`config.mk`:
```
export PLATFORM = sky130hd
export DESIGN_NAME = bgr_to_hsv_and_gray_pixel
export DESIGN_NICKNAME = d
export VERILOG_FILES = /design/src/bghg_pkg.sv /design/src/bghg_front.sv /design/src/bghg_divider.sv /design/src/bghg_back.sv /design/src/bgr_to_hsv_and_gray_pixel.sv
export SDC_FILE = /design/constraint.sdc
export NUM_CORES = 2
export LEC_CHECK = 0
export BUFFER_PORTS_ARGS = -buffer_cell sky130_fd_sc_hd__buf_4
export CAP_MARGIN = 20
export CORE_ASPECT_RATIO = 2
export CORE_MARGIN = 10
export CORE_UTILIZATION = 57
export CTS_CLUSTER_DIAMETER = 30
export DETAILED_ROUTE_END_ITERATION = 12
export PLACE_DENSITY = 0.81
export SYNTH_ARGS = -nofsm -noshare
export SYNTH_HDL_FRONTEND = slang
export SYNTH_SLANG_ARGS = --single-unit
```
`constraint.sdc`:
```
create_clock -name clk -period 7.3 [get_ports clk]
set_clock_uncertainty 0.15 [all_clocks]
set_input_delay 1.095 -clock clk [delete_from_list [all_inputs] [get_ports clk]]
set_output_delay 1.095 -clock clk [all_outputs]
set_load 0.02 [all_outputs]
```
`src/bghg_pkg.sv`:
```
`timescale 1ns / 1ps
`default_nettype none

package bghg_pkg;

	typedef struct packed {
		logic [7:0] blue;
		logic [7:0] green;
		logic [7:0] red;
	} pix_t;

	typedef struct packed {
		logic [7:0] hue_half_deg;
		logic [7:0] saturation;
		logic [7:0] brightness;
		logic [7:0] gray;
	} res_t;

	typedef enum logic [1:0] {
		SEC_RED,
		SEC_GREEN,
		SEC_BLUE
	} sec_t;

	// quotient bits of each divider lane, one bit per pipeline stage
	localparam int QuoW = 8;
	localparam int RemW = 16;

	typedef struct packed {
		logic [RemW-1:0] rem;
		logic [7:0]      den;
		logic [QuoW-1:0] quo;
	} div_lane_t;

	typedef struct packed {
		logic [7:0] brightness;
		sec_t       sector;
		logic       neg;
		logic [7:0] gray;
	} side_t;

	localparam int GraySumW = 18;
	localparam int GrayRecipW = 19;
	localparam int GrayProdW = GraySumW + GrayRecipW;
	localparam logic [GraySumW-1:0] WeightR = 18'd299;
	localparam logic [GraySumW-1:0] WeightG = 18'd587;
	localparam logic [GraySumW-1:0] WeightB = 18'd114;
	localparam logic [GraySumW-1:0] GrayBias = 18'd500;
	// ceil(2^28 / 1000): exact floor division by 1000 for sums below 2^18
	localparam logic [GrayRecipW-1:0] GrayRecip = 19'd268436;
	localparam int GrayShift = 28;

	localparam logic signed [9:0] HueRed = 10'sd0;
	localparam logic signed [9:0] HueGreen = 10'sd120;
	localparam logic signed [9:0] HueBlue = 10'sd240;
	localparam logic signed [9:0] HueWrap = 10'sd360;

endpackage

`default_nettype wire

```
`src/bghg_front.sv`:
```
`timescale 1ns / 1ps
`default_nettype none

module bghg_front (
	input  wire logic                clk,
	input  wire logic                arst_n,
	input  wire logic                in_valid,
	input  wire bghg_pkg::pix_t      pixel,
	output logic                     out_valid,
	output bghg_pkg::div_lane_t      sat_lane,
	output bghg_pkg::div_lane_t      hue_lane,
	output bghg_pkg::side_t          side
);

	logic           valid_s1;
	bghg_pkg::pix_t pix_s1;

	logic [7:0]        hi;
	logic [7:0]        lo;
	logic [7:0]        span;
	bghg_pkg::sec_t    sector;
	logic signed [8:0] diff;
	logic [8:0]        diff_neg;
	logic [7:0]        mag;
	logic [bghg_pkg::GraySumW-1:0] gray_sum;

	logic                          valid_s2;
	bghg_pkg::div_lane_t           sat_s2;
	bghg_pkg::div_lane_t           hue_s2;
	logic [7:0]                    hi_s2;
	bghg_pkg::sec_t                sector_s2;
	logic                          neg_s2;
	logic [bghg_pkg::GraySumW-1:0] gray_sum_s2;

	logic [bghg_pkg::GrayProdW-1:0] gray_prod;

	logic                valid_s3;
	bghg_pkg::div_lane_t sat_s3;
	bghg_pkg::div_lane_t hue_s3;
	bghg_pkg::side_t     side_s3;

	always_ff @(posedge clk or negedge arst_n) begin
		if (!arst_n) begin
			valid_s1 <= 1'b0;
			valid_s2 <= 1'b0;
			valid_s3 <= 1'b0;
		end else begin
			valid_s1 <= in_valid;
			valid_s2 <= valid_s1;
			valid_s3 <= valid_s2;
		end
	end

	always_ff @(posedge clk) begin
		pix_s1 <= pixel;
	end

	always_comb begin
		hi = pix_s1.red;
		if (pix_s1.green > hi) hi = pix_s1.green;
		if (pix_s1.blue > hi) hi = pix_s1.blue;
		lo = pix_s1.red;
		if (pix_s1.green < lo) lo = pix_s1.green;
		if (pix_s1.blue < lo) lo = pix_s1.blue;
		span = hi - lo;

		// ties go to red first, then green
		if (hi == pix_s1.red) begin
			sector = bghg_pkg::SEC_RED;
			diff = $signed({1'b0, pix_s1.green}) - $signed({1'b0, pix_s1.blue});
		end else if (hi == pix_s1.green) begin
			sector = bghg_pkg::SEC_GREEN;
			diff = $signed({1'b0, pix_s1.blue}) - $signed({1'b0, pix_s1.red});
		end else begin
			sector = bghg_pkg::SEC_BLUE;
			diff = $signed({1'b0, pix_s1.red}) - $signed({1'b0, pix_s1.green});
		end
		diff_neg = 9'(-diff);
		mag = diff[8] ? diff_neg[7:0] : diff[7:0];

		gray_sum = bghg_pkg::GraySumW'(pix_s1.red) * bghg_pkg::WeightR
			+ bghg_pkg::GraySumW'(pix_s1.green) * bghg_pkg::WeightG
			+ bghg_pkg::GraySumW'(pix_s1.blue) * bghg_pkg::WeightB
			+ bghg_pkg::GrayBias;
	end

	// a zero divisor only comes with a zero dividend: divide by one instead
	always_ff @(posedge clk) begin
		sat_s2.rem  <= ({8'd0, span} << 8) - {8'd0, span};
		sat_s2.den  <= (hi == 8'd0) ? 8'd1 : hi;
		sat_s2.quo  <= '0;
		hue_s2.rem  <= ({8'd0, mag} << 6) - ({8'd0, mag} << 2);
		hue_s2.den  <= (span == 8'd0) ? 8'd1 : span;
		hue_s2.quo  <= '0;
		hi_s2       <= hi;
		sector_s2   <= sector;
		neg_s2      <= diff[8];
		gray_sum_s2 <= gray_sum;
	end

	assign gray_prod = bghg_pkg::GrayProdW'(gray_sum_s2)
		* bghg_pkg::GrayProdW'(bghg_pkg::GrayRecip);

	always_ff @(posedge clk) begin
		sat_s3             <= sat_s2;
		hue_s3             <= hue_s2;
		side_s3.brightness <= hi_s2;
		side_s3.sector     <= sector_s2;
		side_s3.neg        <= neg_s2;
		side_s3.gray       <= gray_prod[bghg_pkg::GrayShift +: 8];
	end

	assign out_valid = valid_s3;
	assign sat_lane  = sat_s3;
	assign hue_lane  = hue_s3;
	assign side      = side_s3;

endmodule

`default_nettype wire

```
`src/bghg_divider.sv`:
```
`timescale 1ns / 1ps
`default_nettype none

module bghg_divider (
	input  wire logic                clk,
	input  wire logic                arst_n,
	input  wire logic                in_valid,
	input  wire bghg_pkg::div_lane_t sat_in,
	input  wire bghg_pkg::div_lane_t hue_in,
	input  wire bghg_pkg::side_t     side_in,
	output logic                     out_valid,
	output bghg_pkg::div_lane_t      sat_out,
	output bghg_pkg::div_lane_t      hue_out,
	output bghg_pkg::side_t          side_out
);

	localparam int Steps = bghg_pkg::QuoW;

	logic                valid_s [Steps];
	bghg_pkg::div_lane_t sat_s   [Steps];
	bghg_pkg::div_lane_t hue_s   [Steps];
	bghg_pkg::side_t     side_s  [Steps];

	logic                v_src    [Steps];
	bghg_pkg::div_lane_t sat_src  [Steps];
	bghg_pkg::div_lane_t hue_src  [Steps];
	bghg_pkg::side_t     side_src [Steps];
	bghg_pkg::div_lane_t sat_nx   [Steps];
	bghg_pkg::div_lane_t hue_nx   [Steps];

	// one restoring step: subtract the divisor shifted to this quotient bit
	function automatic bghg_pkg::div_lane_t div_step(
		input bghg_pkg::div_lane_t lane,
		input int                  bit_pos
	);
		bghg_pkg::div_lane_t         res;
		logic [bghg_pkg::RemW-1:0]   d_sh;
		res = lane;
		d_sh = {{(bghg_pkg::RemW-8){1'b0}}, lane.den} << bit_pos;
		if (lane.rem >= d_sh) begin
			res.rem = lane.rem - d_sh;
			res.quo[bit_pos[$clog2(bghg_pkg::QuoW)-1:0]] = 1'b1;
		end
		return res;
	endfunction

	always_comb begin
		v_src[0]    = in_valid;
		sat_src[0]  = sat_in;
		hue_src[0]  = hue_in;
		side_src[0] = side_in;
		for (int i = 1; i < Steps; i++) begin
			v_src[i]    = valid_s[i-1];
			sat_src[i]  = sat_s[i-1];
			hue_src[i]  = hue_s[i-1];
			side_src[i] = side_s[i-1];
		end
		for (int i = 0; i < Steps; i++) begin
			sat_nx[i] = div_step(sat_src[i], Steps - 1 - i);
			hue_nx[i] = div_step(hue_src[i], Steps - 1 - i);
		end
	end

	always_ff @(posedge clk or negedge arst_n) begin
		if (!arst_n) begin
			for (int i = 0; i < Steps; i++) valid_s[i] <= 1'b0;
		end else begin
			for (int i = 0; i < Steps; i++) valid_s[i] <= v_src[i];
		end
	end

	always_ff @(posedge clk) begin
		for (int i = 0; i < Steps; i++) begin
			sat_s[i]  <= sat_nx[i];
			hue_s[i]  <= hue_nx[i];
			side_s[i] <= side_src[i];
		end
	end

	assign out_valid = valid_s[Steps-1];
	assign sat_out   = sat_s[Steps-1];
	assign hue_out   = hue_s[Steps-1];
	assign side_out  = side_s[Steps-1];

endmodule

`default_nettype wire

```
`src/bghg_back.sv`:
```
`timescale 1ns / 1ps
`default_nettype none

module bghg_back (
	input  wire logic                clk,
	input  wire logic                arst_n,
	input  wire logic                in_valid,
	input  wire bghg_pkg::div_lane_t sat_lane,
	input  wire bghg_pkg::div_lane_t hue_lane,
	input  wire bghg_pkg::side_t     side,
	output logic                     done,
	output bghg_pkg::res_t           result
);

	logic signed [9:0] base;
	logic signed [9:0] q_s;
	logic signed [9:0] hue;
	logic [9:0]        hue_u;

	logic           done_q;
	bghg_pkg::res_t res_q;

	always_comb begin
		case (side.sector)
			bghg_pkg::SEC_RED:   base = bghg_pkg::HueRed;
			bghg_pkg::SEC_GREEN: base = bghg_pkg::HueGreen;
			bghg_pkg::SEC_BLUE:  base = bghg_pkg::HueBlue;
			default:             base = bghg_pkg::HueRed;
		endcase
		// quotient magnitude carries the sign of the difference
		q_s = $signed({2'b00, hue_lane.quo});
		hue = side.neg ? (base - q_s) : (base + q_s);
		if (hue < 0) hue = hue + bghg_pkg::HueWrap;
		hue_u = hue;
	end

	always_ff @(posedge clk or negedge arst_n) begin
		if (!arst_n) begin
			done_q <= 1'b0;
		end else begin
			done_q <= in_valid;
		end
	end

	always_ff @(posedge clk) begin
		res_q.hue_half_deg <= hue_u[8:1];
		res_q.saturation   <= sat_lane.quo;
		res_q.brightness   <= side.brightness;
		res_q.gray         <= side.gray;
	end

	assign done   = done_q;
	assign result = res_q;

endmodule

`default_nettype wire

```
`src/bgr_to_hsv_and_gray_pixel.sv`:
```
// Throughput: one pixel per cycle; busy stays low, the pipeline never stops.
// Depth: 3 front stages, 8 divider stages (one quotient bit each), 1 output register.
// Reset: arst_n clears every valid bit; requests in flight are dropped.
// The receiver cannot stall: each result is shown for exactly one cycle.
`timescale 1ns / 1ps
`default_nettype none

module bgr_to_hsv_and_gray_pixel (
	input  wire logic           clk,
	input  wire logic           arst_n,
	input  wire logic           start,
	output logic                busy,
	input  wire bghg_pkg::pix_t pixel,
	output logic                done,
	output bghg_pkg::res_t      result
);

	logic                front_valid;
	bghg_pkg::div_lane_t front_sat;
	bghg_pkg::div_lane_t front_hue;
	bghg_pkg::side_t     front_side;

	logic                div_valid;
	bghg_pkg::div_lane_t div_sat;
	bghg_pkg::div_lane_t div_hue;
	bghg_pkg::side_t     div_side;

	assign busy = 1'b0;

	bghg_front u_front (
		.clk       (clk),
		.arst_n    (arst_n),
		.in_valid  (start),
		.pixel     (pixel),
		.out_valid (front_valid),
		.sat_lane  (front_sat),
		.hue_lane  (front_hue),
		.side      (front_side)
	);

	bghg_divider u_divider (
		.clk       (clk),
		.arst_n    (arst_n),
		.in_valid  (front_valid),
		.sat_in    (front_sat),
		.hue_in    (front_hue),
		.side_in   (front_side),
		.out_valid (div_valid),
		.sat_out   (div_sat),
		.hue_out   (div_hue),
		.side_out  (div_side)
	);

	bghg_back u_back (
		.clk      (clk),
		.arst_n   (arst_n),
		.in_valid (div_valid),
		.sat_lane (div_sat),
		.hue_lane (div_hue),
		.side     (div_side),
		.done     (done),
		.result   (result)
	);

endmodule

`default_nettype wire

```
Word-level counts from Yosys, hierarchy flattened
Memories as Yosys holds them, arrays and structs flattened. A register that Yosys moved wholly into a read port is not among the register bits. Cells that the tools add are included.

Multiplexer cells: 43. Equality and inequality tests: 4. Reductions and logical operators: 2. Multiply operators: 4. Order comparisons: 21. Add/subtract/negate cells: 29.

Operators with widths (count): $mux 16 (16); $sub 16x8->16 (3); $mux 8 (5); $sub 8x8->9 (4); $mul 18x17->34 const B (1); $ge 16x10->1 (2); $ge 16x11->1 (2); $ge 16x12->1 (2); $ge 16x13->1 (2); $ge 16x14->1 (2); $ge 16x15->1 (2); $ge 16x8->1 (2); $ge 16x9->1 (2); $sub 16x10->16 (2); $sub 16x11->16 (2); $sub 16x12->16 (2); $sub 16x13->16 (2); $sub 16x14->16 (2); $sub 16x15->16 (2); $sub 16x9->16 (2); $mux 9 (3); $add 17x18->18 (1); $add 18x15->18 (1); $add 18x9->18 const B (1); other kinds (19) (38).

Bits of input ports: 27. Register bits: 204. Output and inout port bits: 34. Bits in writable memories: 664. Word-level logic and storage cells: 140. Memories kept: 3.

Memory list: u_divider.hue_s (words 8, width 32, rd ports 8, clocked after Yosys merged registers in 0, wr ports 8, RTL line bghg_divider.sv:21) `bghg_pkg::div_lane_t hue_s [Steps];`; u_divider.sat_s (words 8, width 32, rd ports 8, clocked after Yosys merged registers in 1, wr ports 8, RTL line bghg_divider.sv:20) `bghg_pkg::div_lane_t sat_s [Steps];`; u_divider.side_s (words 8, width 19, rd ports 8, clocked after Yosys merged registers in 0, wr ports 8, RTL line bghg_divider.sv:22) `bghg_pkg::side_t side_s [Steps];`.

Depth between registers and ports, before layout
Depth in word-level cells: 10. Mapped depth: 35. Mapped depth without buffers: 31.

Modules after synthesis
Synthesis repeated with hierarchy kept, for this count alone.

Cells, all modules: 3669. Area, all modules: 38914.8 sq um.

By module, submodules not included: bghg_divider (instances 1, cells each 2142, seq. area each 13492.9 sq um, area each 23357.4 sq um); bghg_front (instances 1, cells each 1404, seq. area each 3318.2 sq um, area each 14208.6 sq um); bghg_back (instances 1, cells each 121, seq. area each 665.6 sq um, area each 1337.5 sq um); bgr_to_hsv_and_gray_pixel (instances 1, cells each 2, seq. area each 0.0 sq um, area each 11.3 sq um).

Worst setup path after synthesis
No wires, ideal clock.

Path kind: flip-flop to flip-flop. From: reg u_front.pix_s1[9] (netlist bit). To: reg u_front.hue_s2[26] (netlist bit). Period minus slack after synthesis: 7.175 ns. Required time: 7.078 ns. Stages on the path, launching flop included: 35. Setup slack: 0.125 ns. Arrival time: 6.952 ns. Path through: dfxtp_1 > inv_1 > ha_1 > nor2b_4 > o31a_1 > o31ai_4 > nand2_1 > clkbuf_1 > nor2_1 > a21oi_1 > ha_1 > nand4_1 > nor2_1 > nor2b_1 > nor2_2 > mux2_2 > o221ai_2 > buf_6 > buf_6 > o211ai_1 > nand3_1 > buf_2 > ha_1 > inv_1 > a31oi_1 > a21oi_1 > xnor2_1 > inv_1 > ha_1 > and3_1 > a32o_1 > nor3_2 > o21ai_1 > a31oi_1 > xnor2_1.

Longest elaborated chain between the ends: 10. Elaborated cells between the ends (all ways): 13. Those cells by class: add/sub (4); order compare (2); eq/ne (2); mux (5).

RTL lines: from (decl) (RTL line bghg_front.sv:16) `bghg_pkg::pix_t pix_s1;`; from (signal assigned) (RTL line bghg_front.sv:55) `pix_s1 <= pixel;`; $gt 8x8->1 (RTL line bghg_front.sv:60) `if (pix_s1.green > hi) hi = pix_s1.green;`; $mux 8 (RTL line bghg_front.sv:60); $gt 8x8->1 (RTL line bghg_front.sv:61) `if (pix_s1.blue > hi) hi = pix_s1.blue;`; $mux 8 (RTL line bghg_front.sv:61); $eq 8x8->1 (RTL line bghg_front.sv:71) `end else if (hi == pix_s1.green) begin`; $mux 9 (RTL line bghg_front.sv:71); $mux 9 (*) (RTL line bghg_front.sv:68) `if (hi == pix_s1.red) begin`; $neg 8->8 (RTL line bghg_front.sv:78) `diff_neg = 9'(-diff);`; $mux 8 (*) (RTL line bghg_front.sv:79) `mag = diff[8] ? diff_neg[7:0] : diff[7:0];`; $sub 14x10->15 (*) (RTL line bghg_front.sv:92) `hue_s2.rem <= ({8'd0, mag} << 6) - ({8'd0, mag} << 2);`; to (decl) (RTL line bghg_front.sv:29) `bghg_pkg::div_lane_t hue_s2;`.

Every way passes the cells marked *; elsewhere a longest branch is shown, timed or not. A chain may end at the register's enable or synchronous reset.

Worst setup path in the final report
From: reg u_front.pix_s1[10] (netlist bit). To: reg u_front.hue_s2[26] (netlist bit).

The elaborated chain is that of the path after synthesis.

==> impl_metrics.json <==
{
  "drcViolationCount": 0,
  "ios": 61,
  "synth_edf_count": 0,
  "final_util": 0.6514,
  "holdWs_ps": 152.3,
  "cts_max_level": 3,
  "die_area_um2": 70350,
  "area_growth_pct": 13.37,
  "final-setup-viol-count": 0,
  "required_ps": 7710,
  "ys.flop_type": "dfxtp_1",
  "startpoint": "u_front.pix_s1[10]",
  "crit_type": "flop to flop",
  "avgRoutedWirePerCell_um": 16.17,
  "r2r-end": "u_front.hue_s2[26]",
  "yosysWarnings": 0,
  "port_buffers": 59,
  "maxCapViolations": 0,
  "routabilityCongestion": 0.9779,
  "synth_area_um2": 33970,
  "ys_types": 93,
  "final_nets": 3975,
  "track_usage": 0.1965,
  "r2r_cells": 32,
  "grt_pass1_vias": 23790,
  "grt_pass1_wl_mm": 110.4,
  "cp.arrival_ps": 7210,
  "cts_buffer_depth": 3,
  "syn_inst": 3217,
  "run_status": "complete, no violations",
  "vias_per_cell": 5.284,
  "tritoncts": "yes",
  "rsz0062_at_grt": "yes",
  "initial_utilization": 0.5746,
  "syn_avg_cell_area_um2": 10.56,
  "routed_wl_mm": 67.80,
  "ys_seq_area_frac": 0.4455,
  "worstMarginPinSlew_ps": 1059,
  "critPathMaxStageDelay_ps": 400,
  "final-seq-area_um2": 15130,
  "n_antenna_cell": 0,
  "max_freq_mhz": 147.0,
  "numCtsBuffers": 80,
  "slew_violations": 0,
  "fin_crit_ps": 6803,
  "cp-end-kind": "flop",
  "antenna_found_initial": 0,
  "rrSetupSlack_ps": 500,
  "first_pass_iters": 5,
  "hold_violations": 0,
  "clkLatencyLatePin_ps": 620,
  "hp-class": "primary input to asynchronous set/reset pin",
  "drive_above_1_share": 0.08321,
  "setup.worst_path.end": "u_front.hue_s2[26]",
  "postCtsSetupBuffers": 0,
  "core_area_um2": 59120,
  "fp.dieH_um": 365.2,
  "startpoint_type": "flop",
  "fill_cells": 4427,
  "vias": 22160,
  "grt_max_degree": 21,
  "detail-route-antenna-nets": 0,
  "path_clk_slew_ps": 60,
  "max-slew-margin-rel": 0.2912,
  "die_x_um": 192.6,
  "row_count": 126,
  "crit_fanout": 8,
  "dp_hpwl_mm": 53.14,
  "grt_overflow": 0,
  "crit_slowest_cell": "a211oi_2",
  "syn_nets": 3831,
  "r2r-start": "u_front.pix_s1[10]",
  "async_flop_share": 0.01594,
  "ctsHoldBuffers": 0,
  "ys_ff_latch": 753,
  "initialDrtViolationCount": 757,
  "cts_sinks": 753,
  "fin_crit_sh": 0.9319,
  "multi_input_area_um2": 16830,
  "root_buffer": "clkbuf_16"
}
-- synth_stat cells, types with 17 or more instances --
| library cell | count | share of area |
|---|---|---|
| a21oi_1 | 203 | 0.030 |
| o31ai_1 | 17 | 0.0038 |
| nand4_1 | 26 | 0.0048 |
| o21ai_0 | 114 | 0.017 |
| o21bai_1 | 26 | 0.0057 |
| xnor2_1 | 143 | 0.037 |
| nor2b_1 | 38 | 0.0070 |
| nand3_1 | 25 | 0.0037 |
| nand2b_1 | 48 | 0.0088 |
| a21o_1 | 96 | 0.021 |
| nand2_1 | 97 | 0.011 |
| fa_1 | 140 | 0.083 |
| nor4_1 | 23 | 0.0042 |
| inv_1 | 486 | 0.054 |
| ha_1 | 447 | 0.16 |
| nor2_1 | 193 | 0.021 |
| dfxtp_1 | 741 | 0.44 |
| xor2_1 | 69 | 0.018 |
| nor3_1 | 41 | 0.0060 |
| clkbuf_1 | 27 | 0.0030 |
-- layer usage --
layer  track usage  vias up  part of all wire
li1              -    10930                 -
met1        0.1607    10470              0.31
met2        0.3985      477              0.58
met3       0.03028      276             0.036
met4        0.1443        0             0.077
met5             0        -                 0
-- timing repair --
item / CTS / global route
hold endpoints to repair: 0 / 0
resized for setup: 0 / 6
setup endpoints to repair: 0 / 8
-- metrics by stage --
| stage | setup slack [ps] | cells | setup TNS [ps] | instance area, um2 |
|---|---|---|---|---|
| CTS | 213.3 | 4193 | 0 | 38490 |
| floorplan | 125.4 | 3217 | 0 | 33970 |
| finish | 497.3 | 4193 | 0 | 38510 |
| global route | -15.93 | 4193 | -30.53 | 38510 |
| detailed placement | 246.8 | 4047 | 0 | 35490 |
| global placement | 331.5 | 4046 | 0 | 35480 |
-- cells in the final DEF, fill, tap and decap left out, drive strengths merged, types with 4 or more instances in the layout --
| cell type | n |
|---|---|
| a211oi | 13 |
| a21boi | 6 |
| a21o | 96 |
| a21oi | 204 |
| a31oi | 13 |
| and2 | 15 |
| and3 | 5 |
| buf | 100 |
| bufinv | 14 |
| clkbuf | 93 |
| clkinv | 24 |
| dfrtp | 12 |
| dfxtp | 741 |
| fa | 140 |
| ha | 447 |
| inv | 500 |
| mux2 | 8 |
| mux2i | 14 |
| nand2 | 98 |
| nand2b | 48 |
| nand3 | 26 |
| nand4 | 26 |
| nand4b | 5 |
| nor2 | 195 |
| nor2b | 39 |
| nor3 | 42 |
| nor4 | 25 |
| o211ai | 6 |
| o21a | 15 |
| o21ai | 118 |
| o21bai | 26 |
| o311ai | 4 |
| o31ai | 18 |
| or2 | 7 |
| or3 | 9 |
| or4 | 9 |
| xnor2 | 145 |
| xor2 | 69 |
-- how the worst min path moves through the flow --
stage / startpoint / cells after the start / to / slack (ps)
finish: arst_n / 1 / u_divider.v_src[5] / 150
global placement: u_divider.side_s[1][73] / 0 / u_back.result[13] / 160
CTS: arst_n / 1 / u_front.out_valid / 110
detailed placement: u_divider.side_s[1][70] / 0 / u_back.result[10] / 160
global route: arst_n / 1 / u_front.out_valid / 130
floorplan: u_divider.side_s[1][57] / 0 / u_back.result[0] / 160
-- registers in the layout (all words and copies together) (netlist names), 2 cells and up --
register and flops:
u_front.hue_s2 21, u_back.result 32, u_front.hi_s2 8, u_divider.v_src 7
u_front.gray_sum_s2 18, u_front.side 19, u_front.sector_s2 2, u_divider.side_s 152
u_front.sat_lane 24, u_front.sat_s2 24, u_divider.sat_s 204, u_front.pix_s1 24
u_divider.hue_s 191, u_front.hue_lane 21
-- kinds of logic (layout without fill, tap and decap cells) --
group                    Yosys count  in the layout  share of synthesized area
XOR/XNOR                         214            214                    0.05562
adder cells (fa/ha/maj)          587            587                     0.2471
flip-flops                       753            753                     0.4455
buffers and inverters            526            734                    0.05952
AO/OA/AOI/OAI                    549            549                     0.1018
other                              1              1                  0.0001104
AND/OR/NAND/NOR                  565            565                    0.08350
multiplexers                      22             22                   0.006777
-- cell type report --
class                           instances  area share
Multi-Input combinational cell       1938      0.4369
Sequential cell                       753      0.3930
Clock buffer                           93     0.05429
Inverter                              488     0.04756
Tap cell                              768     0.02495
Clock inverter                         53     0.02368
Timing Repair Buffer                  100     0.01959
-- critical path, delay by kind of cell (launching register included) --
kind                     cells  cell delay, ps
buffers and inverters        5             510
flip-flops                   1             330
adder cells (fa/ha/maj)      4            1210
AO/OA/AOI/OAI               14            3020
XOR/XNOR                     2             300
AND/OR/NAND/NOR              7            1200
Power is left out: the tool's default activity adds up to more than one toggle a clock period on the data nets, which glitch-free logic cannot reach.
